### src/rtl/rgb_to_hsv_converter_macros.svh
// Assertion macros shared by the RGB to HSV converter RTL.
// Define NO_ASSERTIONS to compile every check away.
`ifndef RGB_TO_HSV_CONVERTER_MACROS_SVH
`define RGB_TO_HSV_CONVERTER_MACROS_SVH

`ifndef NO_ASSERTIONS
// Same-cycle implication, checked out of reset.
`define RHC_ASSERT_IMP(lbl, clk, rstn, ante, cons) \
  lbl: assert property (@(posedge clk) disable iff (!(rstn)) (ante) |-> (cons)) \
    else $error("rgb_to_hsv_converter check failed");
// Next-cycle implication, checked out of reset.
`define RHC_ASSERT_NXT(lbl, clk, rstn, ante, cons) \
  lbl: assert property (@(posedge clk) disable iff (!(rstn)) (ante) |=> (cons)) \
    else $error("rgb_to_hsv_converter check failed");
`else
`define RHC_ASSERT_IMP(lbl, clk, rstn, ante, cons)
`define RHC_ASSERT_NXT(lbl, clk, rstn, ante, cons)
`endif

`endif

### src/rtl/rhc_pkg.sv
// Types and constants of the RGB to HSV converter.
// No dependencies; used by rhc_front, rhc_div_stage and the top level.
package rhc_pkg;

  localparam int CHAN_W     = 8;
  localparam int PIXEL_W    = 3 * CHAN_W;
  localparam int QUOT_W     = 16;
  localparam int HUE_REM_W  = 11;  // 6*delta <= 1530
  localparam int SAT_REM_W  = CHAN_W;
  localparam int DIV_STEPS  = 4;   // quotient bits per divider stage
  localparam int DIV_STAGES = QUOT_W / DIV_STEPS;
  localparam int OUT_DATA_W = 2 * QUOT_W + CHAN_W;

  typedef enum logic [1:0] {
    SECT_RED,
    SECT_GREEN,
    SECT_BLUE
  } sector_t;

  // After max/min search.
  typedef struct packed {
    logic [CHAN_W-1:0] red;
    logic [CHAN_W-1:0] green;
    logic [CHAN_W-1:0] blue;
    logic [CHAN_W-1:0] max_val;
    logic [CHAN_W-1:0] delta;
    sector_t           sector;
  } chan_t;

  // Two restoring divisions in flight plus forcing flags.
  typedef struct packed {
    logic [HUE_REM_W-1:0] hue_rem;
    logic [HUE_REM_W-1:0] hue_den;
    logic [QUOT_W-1:0]    hue_q;
    logic [SAT_REM_W-1:0] sat_rem;
    logic [SAT_REM_W-1:0] sat_den;
    logic [QUOT_W-1:0]    sat_q;
    logic [CHAN_W-1:0]    bright;
    logic                 hue_zero;
    logic                 sat_zero;
    logic                 sat_full;
  } div_t;

endpackage

### src/rtl/rgb_to_hsv_converter.sv
// Top level of the RGB to HSV converter: front end, divider slices and
// output register. Depends on rhc_pkg, rhc_front and rhc_div_stage.
//
// Usage:
//   Input channel in_*: one packed pixel per beat, red in tdata[23:16],
//   green in [15:8], blue in [7:0]. A beat is taken when in_tvalid and
//   in_tready are both high.
//   Output channel out_*: one result beat per input beat, in order:
//   hue as a 0.16 fraction of a turn, saturation as a 0.16 fraction
//   (saturated at 65535) and brightness (the largest channel).
//   Pipeline: max/min stage, numerator stage, four divider slices of four
//   quotient bits each, output register. Throughput is one pixel per
//   cycle while out_tready is high, set by the per-stage registers of
//   the two 16-bit restoring dividers.
//   Each stage has its own valid bit and holds its beat while the next
//   stage is full, so gaps close up under stall and in_tready drops only
//   when all seven stages are occupied and out_tready is low.
//   Reset (rst_n low at a clock edge) empties every stage; no beat is
//   lost or repeated across a stall.
`include "rgb_to_hsv_converter_macros.svh"

module rgb_to_hsv_converter (
  input  logic                           clk,
  input  logic                           rst_n,
  input  logic                           in_tvalid,
  output logic                           in_tready,
  input  logic [rhc_pkg::PIXEL_W-1:0]    in_tdata,   // pixel_rgb[23:0]
  output logic                           out_tvalid,
  input  logic                           out_tready,
  // hue_turn[15:0], saturation_frac[31:16], brightness_level[39:32]
  output logic [rhc_pkg::OUT_DATA_W-1:0] out_tdata
);

  logic          div_valid [rhc_pkg::DIV_STAGES+1];
  logic          div_ready [rhc_pkg::DIV_STAGES+1];
  rhc_pkg::div_t div_data  [rhc_pkg::DIV_STAGES+1];

  logic                           out_valid_r;
  logic [rhc_pkg::OUT_DATA_W-1:0] out_data_r;
  logic [rhc_pkg::OUT_DATA_W-1:0] out_data_nxt;
  logic                           last_ready;

  rhc_front u_front (
    .clk       (clk),
    .rst_n     (rst_n),
    .in_valid  (in_tvalid),
    .in_ready  (in_tready),
    .in_pixel  (in_tdata),
    .out_valid (div_valid[0]),
    .out_ready (div_ready[0]),
    .out_data  (div_data[0])
  );

  for (genvar s = 0; s < rhc_pkg::DIV_STAGES; s++) begin : g_div
    rhc_div_stage u_div (
      .clk       (clk),
      .rst_n     (rst_n),
      .in_valid  (div_valid[s]),
      .in_ready  (div_ready[s]),
      .in_data   (div_data[s]),
      .out_valid (div_valid[s+1]),
      .out_ready (div_ready[s+1]),
      .out_data  (div_data[s+1])
    );
  end

  // Special cases: grey gives hue 0, black gives saturation 0,
  // delta equal to a nonzero max gives full-scale saturation.
  always_comb begin
    logic [rhc_pkg::QUOT_W-1:0] hue;
    logic [rhc_pkg::QUOT_W-1:0] sat;
    hue = div_data[rhc_pkg::DIV_STAGES].hue_zero ? '0 : div_data[rhc_pkg::DIV_STAGES].hue_q;
    priority if (div_data[rhc_pkg::DIV_STAGES].sat_zero) begin
      sat = '0;
    end else if (div_data[rhc_pkg::DIV_STAGES].sat_full) begin
      sat = '1;
    end else begin
      sat = div_data[rhc_pkg::DIV_STAGES].sat_q;
    end
    out_data_nxt = {div_data[rhc_pkg::DIV_STAGES].bright, sat, hue};
  end

  assign last_ready                     = !out_valid_r || out_tready;
  assign div_ready[rhc_pkg::DIV_STAGES] = last_ready;

  always_ff @(posedge clk) begin
    if (!rst_n) begin
      out_valid_r <= 1'b0;
    end else if (last_ready) begin
      out_valid_r <= div_valid[rhc_pkg::DIV_STAGES];
    end
  end

  always_ff @(posedge clk) begin
    if (last_ready && div_valid[rhc_pkg::DIV_STAGES]) begin
      out_data_r <= out_data_nxt;
    end
  end

  assign out_tvalid = out_valid_r;
  assign out_tdata  = out_data_r;

  `RHC_ASSERT_IMP(a_black_all_zero, clk, rst_n, out_tvalid && (out_tdata[39:32] == 8'd0), out_tdata[31:0] == 32'd0)
  `RHC_ASSERT_IMP(a_grey_hue_zero, clk, rst_n, out_tvalid && (out_tdata[31:16] == 16'd0), out_tdata[15:0] == 16'd0)
  `RHC_ASSERT_IMP(a_full_only_on_stall, clk, rst_n, !in_tready, out_tvalid && !out_tready)

endmodule

### src/rtl/rhc_front.sv
// Front end of the converter: channel max/min search, then hue numerator
// and divider setup. Two register stages. Depends on rhc_pkg.
module rhc_front (
  input  logic                        clk,
  input  logic                        rst_n,
  input  logic                        in_valid,
  output logic                        in_ready,
  input  logic [rhc_pkg::PIXEL_W-1:0] in_pixel,
  output logic                        out_valid,
  input  logic                        out_ready,
  output rhc_pkg::div_t               out_data
);

  logic           a_valid_r;
  rhc_pkg::chan_t a_data_r;
  rhc_pkg::chan_t a_nxt;
  logic           a_ready;
  logic           b_valid_r;
  rhc_pkg::div_t  b_data_r;
  rhc_pkg::div_t  b_nxt;
  logic           b_ready;

  // Stage A: max, min, sector (red wins ties, then green).
  always_comb begin
    logic [rhc_pkg::CHAN_W-1:0] r;
    logic [rhc_pkg::CHAN_W-1:0] g;
    logic [rhc_pkg::CHAN_W-1:0] b;
    logic [rhc_pkg::CHAN_W-1:0] mx;
    logic [rhc_pkg::CHAN_W-1:0] mn;
    r  = in_pixel[3*rhc_pkg::CHAN_W-1:2*rhc_pkg::CHAN_W];
    g  = in_pixel[2*rhc_pkg::CHAN_W-1:rhc_pkg::CHAN_W];
    b  = in_pixel[rhc_pkg::CHAN_W-1:0];
    mx = (r > g) ? r : g;
    mx = (mx > b) ? mx : b;
    mn = (r < g) ? r : g;
    mn = (mn < b) ? mn : b;
    a_nxt.red     = r;
    a_nxt.green   = g;
    a_nxt.blue    = b;
    a_nxt.max_val = mx;
    a_nxt.delta   = mx - mn;
    if (mx == r) begin
      a_nxt.sector = rhc_pkg::SECT_RED;
    end else if (mx == g) begin
      a_nxt.sector = rhc_pkg::SECT_GREEN;
    end else begin
      a_nxt.sector = rhc_pkg::SECT_BLUE;
    end
  end

  // Stage B: numerator in sixths of a turn, scaled by delta.
  always_comb begin
    logic [rhc_pkg::HUE_REM_W-1:0] d;
    logic [rhc_pkg::HUE_REM_W-1:0] d6;
    logic [rhc_pkg::HUE_REM_W-1:0] r;
    logic [rhc_pkg::HUE_REM_W-1:0] g;
    logic [rhc_pkg::HUE_REM_W-1:0] b;
    logic [rhc_pkg::HUE_REM_W-1:0] num;
    d  = rhc_pkg::HUE_REM_W'(a_data_r.delta);
    r  = rhc_pkg::HUE_REM_W'(a_data_r.red);
    g  = rhc_pkg::HUE_REM_W'(a_data_r.green);
    b  = rhc_pkg::HUE_REM_W'(a_data_r.blue);
    d6 = (d << 2) + (d << 1);
    unique case (a_data_r.sector)
      rhc_pkg::SECT_RED:   num = (g >= b) ? (g - b) : (d6 - (b - g));
      rhc_pkg::SECT_GREEN: num = (d << 1) + b - r;
      rhc_pkg::SECT_BLUE:  num = (d << 2) + r - g;
      default:             num = '0;
    endcase
    b_nxt.hue_rem  = num;
    b_nxt.hue_den  = d6;
    b_nxt.hue_q    = '0;
    // delta == max gives a quotient of exactly one: forced to full scale later
    b_nxt.sat_rem  = (a_data_r.delta == a_data_r.max_val) ? '0 : a_data_r.delta;
    b_nxt.sat_den  = a_data_r.max_val;
    b_nxt.sat_q    = '0;
    b_nxt.bright   = a_data_r.max_val;
    b_nxt.hue_zero = (a_data_r.delta == '0);
    b_nxt.sat_zero = (a_data_r.max_val == '0);
    b_nxt.sat_full = (a_data_r.delta == a_data_r.max_val);
  end

  assign b_ready  = !b_valid_r || out_ready;
  assign a_ready  = !a_valid_r || b_ready;
  assign in_ready = a_ready;

  always_ff @(posedge clk) begin
    if (!rst_n) begin
      a_valid_r <= 1'b0;
      b_valid_r <= 1'b0;
    end else begin
      if (a_ready) begin
        a_valid_r <= in_valid;
      end
      if (b_ready) begin
        b_valid_r <= a_valid_r;
      end
    end
  end

  always_ff @(posedge clk) begin
    if (a_ready && in_valid) begin
      a_data_r <= a_nxt;
    end
    if (b_ready && a_valid_r) begin
      b_data_r <= b_nxt;
    end
  end

  assign out_valid = b_valid_r;
  assign out_data  = b_data_r;

endmodule

### src/rtl/rhc_div_stage.sv
// One slice of the two restoring dividers (hue and saturation),
// DIV_STEPS quotient bits per slice, one register stage. Depends on rhc_pkg.
`include "rgb_to_hsv_converter_macros.svh"

module rhc_div_stage (
  input  logic          clk,
  input  logic          rst_n,
  input  logic          in_valid,
  output logic          in_ready,
  input  rhc_pkg::div_t in_data,
  output logic          out_valid,
  input  logic          out_ready,
  output rhc_pkg::div_t out_data
);

  logic          valid_r;
  rhc_pkg::div_t data_r;
  rhc_pkg::div_t data_nxt;

  // Remainder stays below the divisor, so the doubled value fits one extra bit.
  always_comb begin
    logic [rhc_pkg::HUE_REM_W:0] h_t;
    logic [rhc_pkg::SAT_REM_W:0] s_t;
    data_nxt = in_data;
    for (int i = 0; i < rhc_pkg::DIV_STEPS; i++) begin
      h_t = {data_nxt.hue_rem, 1'b0};
      if (h_t >= {1'b0, data_nxt.hue_den}) begin
        h_t = h_t - {1'b0, data_nxt.hue_den};
        data_nxt.hue_q = {data_nxt.hue_q[rhc_pkg::QUOT_W-2:0], 1'b1};
      end else begin
        data_nxt.hue_q = {data_nxt.hue_q[rhc_pkg::QUOT_W-2:0], 1'b0};
      end
      data_nxt.hue_rem = h_t[rhc_pkg::HUE_REM_W-1:0];

      s_t = {data_nxt.sat_rem, 1'b0};
      if (s_t >= {1'b0, data_nxt.sat_den}) begin
        s_t = s_t - {1'b0, data_nxt.sat_den};
        data_nxt.sat_q = {data_nxt.sat_q[rhc_pkg::QUOT_W-2:0], 1'b1};
      end else begin
        data_nxt.sat_q = {data_nxt.sat_q[rhc_pkg::QUOT_W-2:0], 1'b0};
      end
      data_nxt.sat_rem = s_t[rhc_pkg::SAT_REM_W-1:0];
    end
  end

  assign in_ready = !valid_r || out_ready;

  always_ff @(posedge clk) begin
    if (!rst_n) begin
      valid_r <= 1'b0;
    end else if (in_ready) begin
      valid_r <= in_valid;
    end
  end

  always_ff @(posedge clk) begin
    if (in_ready && in_valid) begin
      data_r <= data_nxt;
    end
  end

  assign out_valid = valid_r;
  assign out_data  = data_r;

  `RHC_ASSERT_IMP(a_hue_rem_bound, clk, rst_n, valid_r && !data_r.hue_zero, data_r.hue_rem < data_r.hue_den)
  `RHC_ASSERT_IMP(a_sat_rem_bound, clk, rst_n, valid_r && !data_r.sat_zero && !data_r.sat_full, data_r.sat_rem < data_r.sat_den)
  `RHC_ASSERT_NXT(a_hold_on_stall, clk, rst_n, valid_r && !out_ready, valid_r)

endmodule
### config.mk
export PLATFORM = sky130hd
export DESIGN_NAME = rgb_to_hsv_converter
export DESIGN_NICKNAME = d
export VERILOG_FILES = /design/src/rtl/rhc_pkg.sv /design/src/rtl/rgb_to_hsv_converter.sv /design/src/rtl/rhc_front.sv /design/src/rtl/rhc_div_stage.sv
export VERILOG_INCLUDE_DIRS = /design/src /design/src/rtl
export SDC_FILE = /design/constraint.sdc
export NUM_CORES = 1
export LEC_CHECK = 0
export ABC_AREA = 1
export ABC_CLOCK_PERIOD_IN_PS = 10100
export BUFFER_PORTS_ARGS = -buffer_cell sky130_fd_sc_hd__buf_4
export CORE_ASPECT_RATIO = 0.75
export CORE_MARGIN = 4
export CORE_UTILIZATION = 40
export CTS_BUF_LIST = sky130_fd_sc_hd__clkbuf_16
export DETAILED_ROUTE_END_ITERATION = 8
export PLACE_DENSITY = 0.62
export SETUP_SLACK_MARGIN = 0.15
export SYNTH_ARGS = -nofsm -noshare
export SYNTH_HDL_FRONTEND = slang
export SYNTH_SLANG_ARGS = --single-unit
### constraint.sdc
create_clock -name clk -period 10.1 [get_ports clk]
set_input_delay 2.02 -clock clk [delete_from_list [all_inputs] [get_ports clk]]
set_output_delay 2.02 -clock clk [all_outputs]
set_load 0.05 [all_outputs]
After elaboration in Yosys (flattened, before gate mapping). Cells that the tools add are included.

Register bits: 344. Output and inout port bits: 42. Input port bits: 28.

Add/sub/neg operators: 39. Reductions and logical operators: 24. Muxes and demuxes: 70. Order comparisons: 37. Eq/ne operators: 5.

Operators by type and width (number): $ge A12 B11 Y1 (16); $mux W11 (16); $sub A11 B11 Y11 (16); $mux W8 (19); $ge A9 B8 Y1 (16); $sub A8 B8 Y8 (16); $pmux W11 S3 (1); $mux W1 (32); $eq A8 B8 Y1 (3); $sub A11 B8 Y11 (2); $sub A8 B8 Y9 (2); $gt A8 B8 Y1 (2); $logic_not A8 Y1 (2); $lt A8 B8 Y1 (2); $mux W16 (1); $add A10 B8 Y11 (1); $add A10 B9 Y11 (1); $add A9 B8 Y10 (1); $ge A8 B8 Y1 (1); $logic_and A1 B1 Y1 (7); $logic_not A1 Y1 (7); $logic_or A1 B1 Y1 (7); $eq A2 B1 Y1 const B (1); $eq A2 B2 Y1 const B (1); other kinds (2) (2).

Depth between registers and ports, before layout.
Word-level depth: 9. Mapped depth: 51. Depth with buffers taken out: 48.

Cells and area by module. A second synthesis with hierarchy kept.

Cell total of the unflattened synthesis: 4449. Area total of the unflattened synthesis: 37041.8 um^2.

Modules (own cells, without submodules): rhc_div_stage (g_div[1].u_div ...) (instances 2, cells an instance 872, area an instance 7053.0 um^2); rhc_front (instances 1, cells an instance 853, area an instance 7337.0 um^2); rhc_div_stage (g_div[2].u_div) (instances 1, cells an instance 862, area an instance 7074.3 um^2); rhc_div_stage (g_div[0].u_div) (instances 1, cells an instance 873, area an instance 6969.2 um^2); rgb_to_hsv_converter (instances 1, cells an instance 117, area an instance 1555.2 um^2).

Worst setup path before layout. No wires, ideal clock.

Path kind: reg-to-reg. From: register g_div[1].u_div.data_r (netlist bit g_div[1].u_div.out_data[61]). To: register g_div[2].u_div.data_r (netlist bit g_div[2].u_div.out_data[75]), data pin. Data arrival time: 6.326 ns. Cell stages (with the launch flop): 46. Path buffers: 4. Slack: 3.521 ns. Clock period less this slack: 6.579 ns. Required time: 9.847 ns. Cell sequence: edfxtp_1 > inv_1 > ha_1 > ha_1 > inv_1 > nor2_1 > nand3_1 > inv_1 > nor2_4 > buf_2 > nand2_1 > o21ai_0 > ha_1 > a21oi_1 > nand2_1 > nand2_1 > nand4_1 > nand2_2 > [10 not listed] > a21oi_1 > a21oi_1 > nand3_2 > buf_6 > nand2_1 > nand2_1 > ha_1 > nand2_1 > nor2_1 > a211oi_1 > o21ai_0 > a21boi_0 > o21ai_0 > a21oi_1 > nand3_2 > buf_6 > nand2_1 > nand2_1.

RTL lines: from (decl) (RTL line rhc_div_stage.sv:17) `rhc_pkg::div_t data_r;`; from (signal assigned) (RTL line rhc_div_stage.sv:58) `data_r <= data_nxt;`; to (signal assigned) (RTL line rhc_div_stage.sv:58); to (decl) (RTL line rhc_div_stage.sv:17).

==> results.md <==
* Placed cells at 4,984
* Worst slew pin tran at 0.872 ns
* CP max FO at 13
* Ys Warns at 0
* Fin. Hold Viols at 0
* CTS tree: done
* Dominant cell type by area after synthesis: edfxtp_1
* I/O pin total at 70
* Cell mode on critical path: nand2_1
* Die Area at 0.0812 mm^2
* Gpl congestion at 0.926
* CTS HTree Levels at 2
* # setup viols final at 0
* Req. time, crit path at 10.54 ns
* Post-CTS Resized at 0
* Mean Syn Cell Area at 7.80 um^2
* Initial DRC count at 2,379
* Setup TNS at 0 ns
* Minimum clock period at 8.04 ns
* Clock Path Buffers at 3
* Max Clock Skew at 0.0333 ns
* N_diodes at 0
* DRC viols at 0
* Largest net degree at the start of global routing at 43
* Fin crit share at 79.6%
* Gr ovfl total at 0
* Layout area overhead at 9.50%
* Critical Path Source Type: flip-flop
* Clock buffer count from CTS at 40
* Nets at 4,413
* Total track usage at 19.3%
* Yosys cell types at 67
* ANT nets after route at 0
* Rows at 87
* Die width at 328 um
* Buffers on Ports at 69
* Final WL at 79,100 um
* Mapped cell area at 0.0307 mm^2
* CTS sink count at 337
* Gate Count Post-Synth at 3,932
* Vias in the first global route at 23,700
* Synth Flop Type: edfxtp_1
* Sequential share of the synthesized area at 32.8%
* FMAX at 124 MHz
* Non-Filler Instances at 5,056
* Slew Limit Headroom at 41.7%
* Crit path kind: flip-flop to flip-flop
* Post-synth EDFFs at 330
* Worst path arrival time at 8.48 ns
* Syn_nets at 4,342
* Asr flop ratio synth at 0%
* Max Cap Violations at 0
* First-pass GRT wire length at 127,000 um
* Largest cells by area after synthesis: edfxtp_1, ha_1, nand2_1
* Initial Util at 40.6%
* Setup bufs post-CTS at 0
* Detailed-router iteration count before antenna repair at 6
* Avg WL per Cell at 15.6 um
* Pins Over Slew Limit at 0
* Die Y at 248 um
* Initial antenna violation count at 0
* Fillers at 7,514
* WHS at 0.393 ns
* Most frequent cells in the layout: nand2_1, inv_1, ha_1
* Vias at 25,700
* Worst-path clk slew at 0.06 ns
* Util after Layout at 44.4%
* HP Class: flip-flop to flip-flop
* Top cell type's share of synthesized area at 32.3%
* Yosys reg bits at 337
* Delay-heaviest family, CP: simple AND/OR/NAND/NOR gates
* Fraction of layout instances using a drive strength above 1 at 6.74%
* Core Region at 0.0755 mm^2
* CP max-delay cell: nand4_1
* RSZ-0062 raised after global routing: no
* Hold-fix buffers at CTS at 0
* DP HPWL at 62,600 um
* Outcome: finished, final reports clean
* Root Buffer: clkbuf_16
* CP Buf/Inv Count at 5
* Commonest non-fill, non-tap cell in the layout: nand2_1
* Worst setup EP type: flip-flop
* Slowest stage delay, CP at 0.51 ns
* Vias/cell at 5.08
* Clk_lat worst skew at 0.58 ns
## synth_stat cells (all sizes together) (25+ instances only)
library cell,count
edfxtp,330
xnor2,91
o21ai,169
nor3,46
or2,28
ha,359
buf,35
nor2,289
inv,579
a21oi,277
nand3,273
nand2,1047
nand4,70
xor2,141
o21bai,25
## area by class of cell
class                           count  area (um^2)  area share (%)
Inverter                          581         2200            6.55
Multi-Input combinational cell   2966        18100            53.9
Clock inverter                     31          348            1.04
Sequential cell                   337        10000            29.9
Clock buffer                       41         1030            3.06
Timing Repair Buffer               77          578            1.72
Tap cell                         1023         1280            3.81
## through the flow
stage / cell area (um^2) / setup slack [ns]
after global routing: 33600 / 1.33
after CTS: 33600 / 2.13
final: 33600 / 2.06
after global placement: 32200 / 2.27
after detailed placement: 32200 / 2.15
after floorplan: 30700 / 3.52
## worst reg2reg max path: cells and delay by family (launching register included)
kind                       cells  cell delay (ns)
adders and majority gates      4             1.37
buffers and inverters          5             0.79
AOI/OAI and AO/OA             13             2.37
and+or+nand+nor               19             2.88
DFF                            1             0.49
## final timing paths
kind / startpoint / endpoint / slack (ns) / depth (start not counted)
worst max register to register: g_div[0].u_div.out_data[33] / g_div[1].u_div.out_data[39] / 2.06 / 41
worst min register to register: u_front.out_data[2] / g_div[0].u_div.out_data[2] / 0.39 / 0
worst min-delay path: u_front.out_data[2] / g_div[0].u_div.out_data[2] / 0.39 / 0
worst max-delay path: g_div[0].u_div.out_data[33] / g_div[1].u_div.out_data[39] / 2.06 / 41
## flip-flops by register name, summed over array words and instances (netlist names)
| register | cells |
|---|---|
| g_div.u_div.out_data | 208 |
| g_div.u_div.out_valid | 4 |
| out_tdata | 40 |
| out_tvalid | 1 |
| u_front.a_data_r | 42 |
| u_front.a_valid_r | 1 |
| u_front.out_data | 40 |
| u_front.out_valid | 1 |
## layer usage
| layer | vias up | track usage [%] | share of wire [%] |
|---|---|---|---|
| li1 | 13300 | - | - |
| met1 | 11600 | 30.0 | 52 |
| met2 | 708 | 27.8 | 40 |
| met3 | 74 | 3.39 | 7.0 |
| met4 | 0 | 3.58 | 1.3 |
| met5 | - | 0 | 0 |
## cell families (layout without fill, tap and decap cells)
family                   after synthesis  in the layout  synth area share (%)
flip-flops                           337            337                  32.8
XOR/XNOR                             232            232                  6.63
buffers and inverters                629            730                  8.29
AO/OA/AOI/OAI                        573            573                  10.5
adder cells (fa/ha/maj)              382            382                  16.2
AND/OR/NAND/NOR                     1779           1779                  25.6
Power is left out: the tool's default activity adds up to more than one toggle a clock period on the data nets, which glitch-free logic cannot reach.
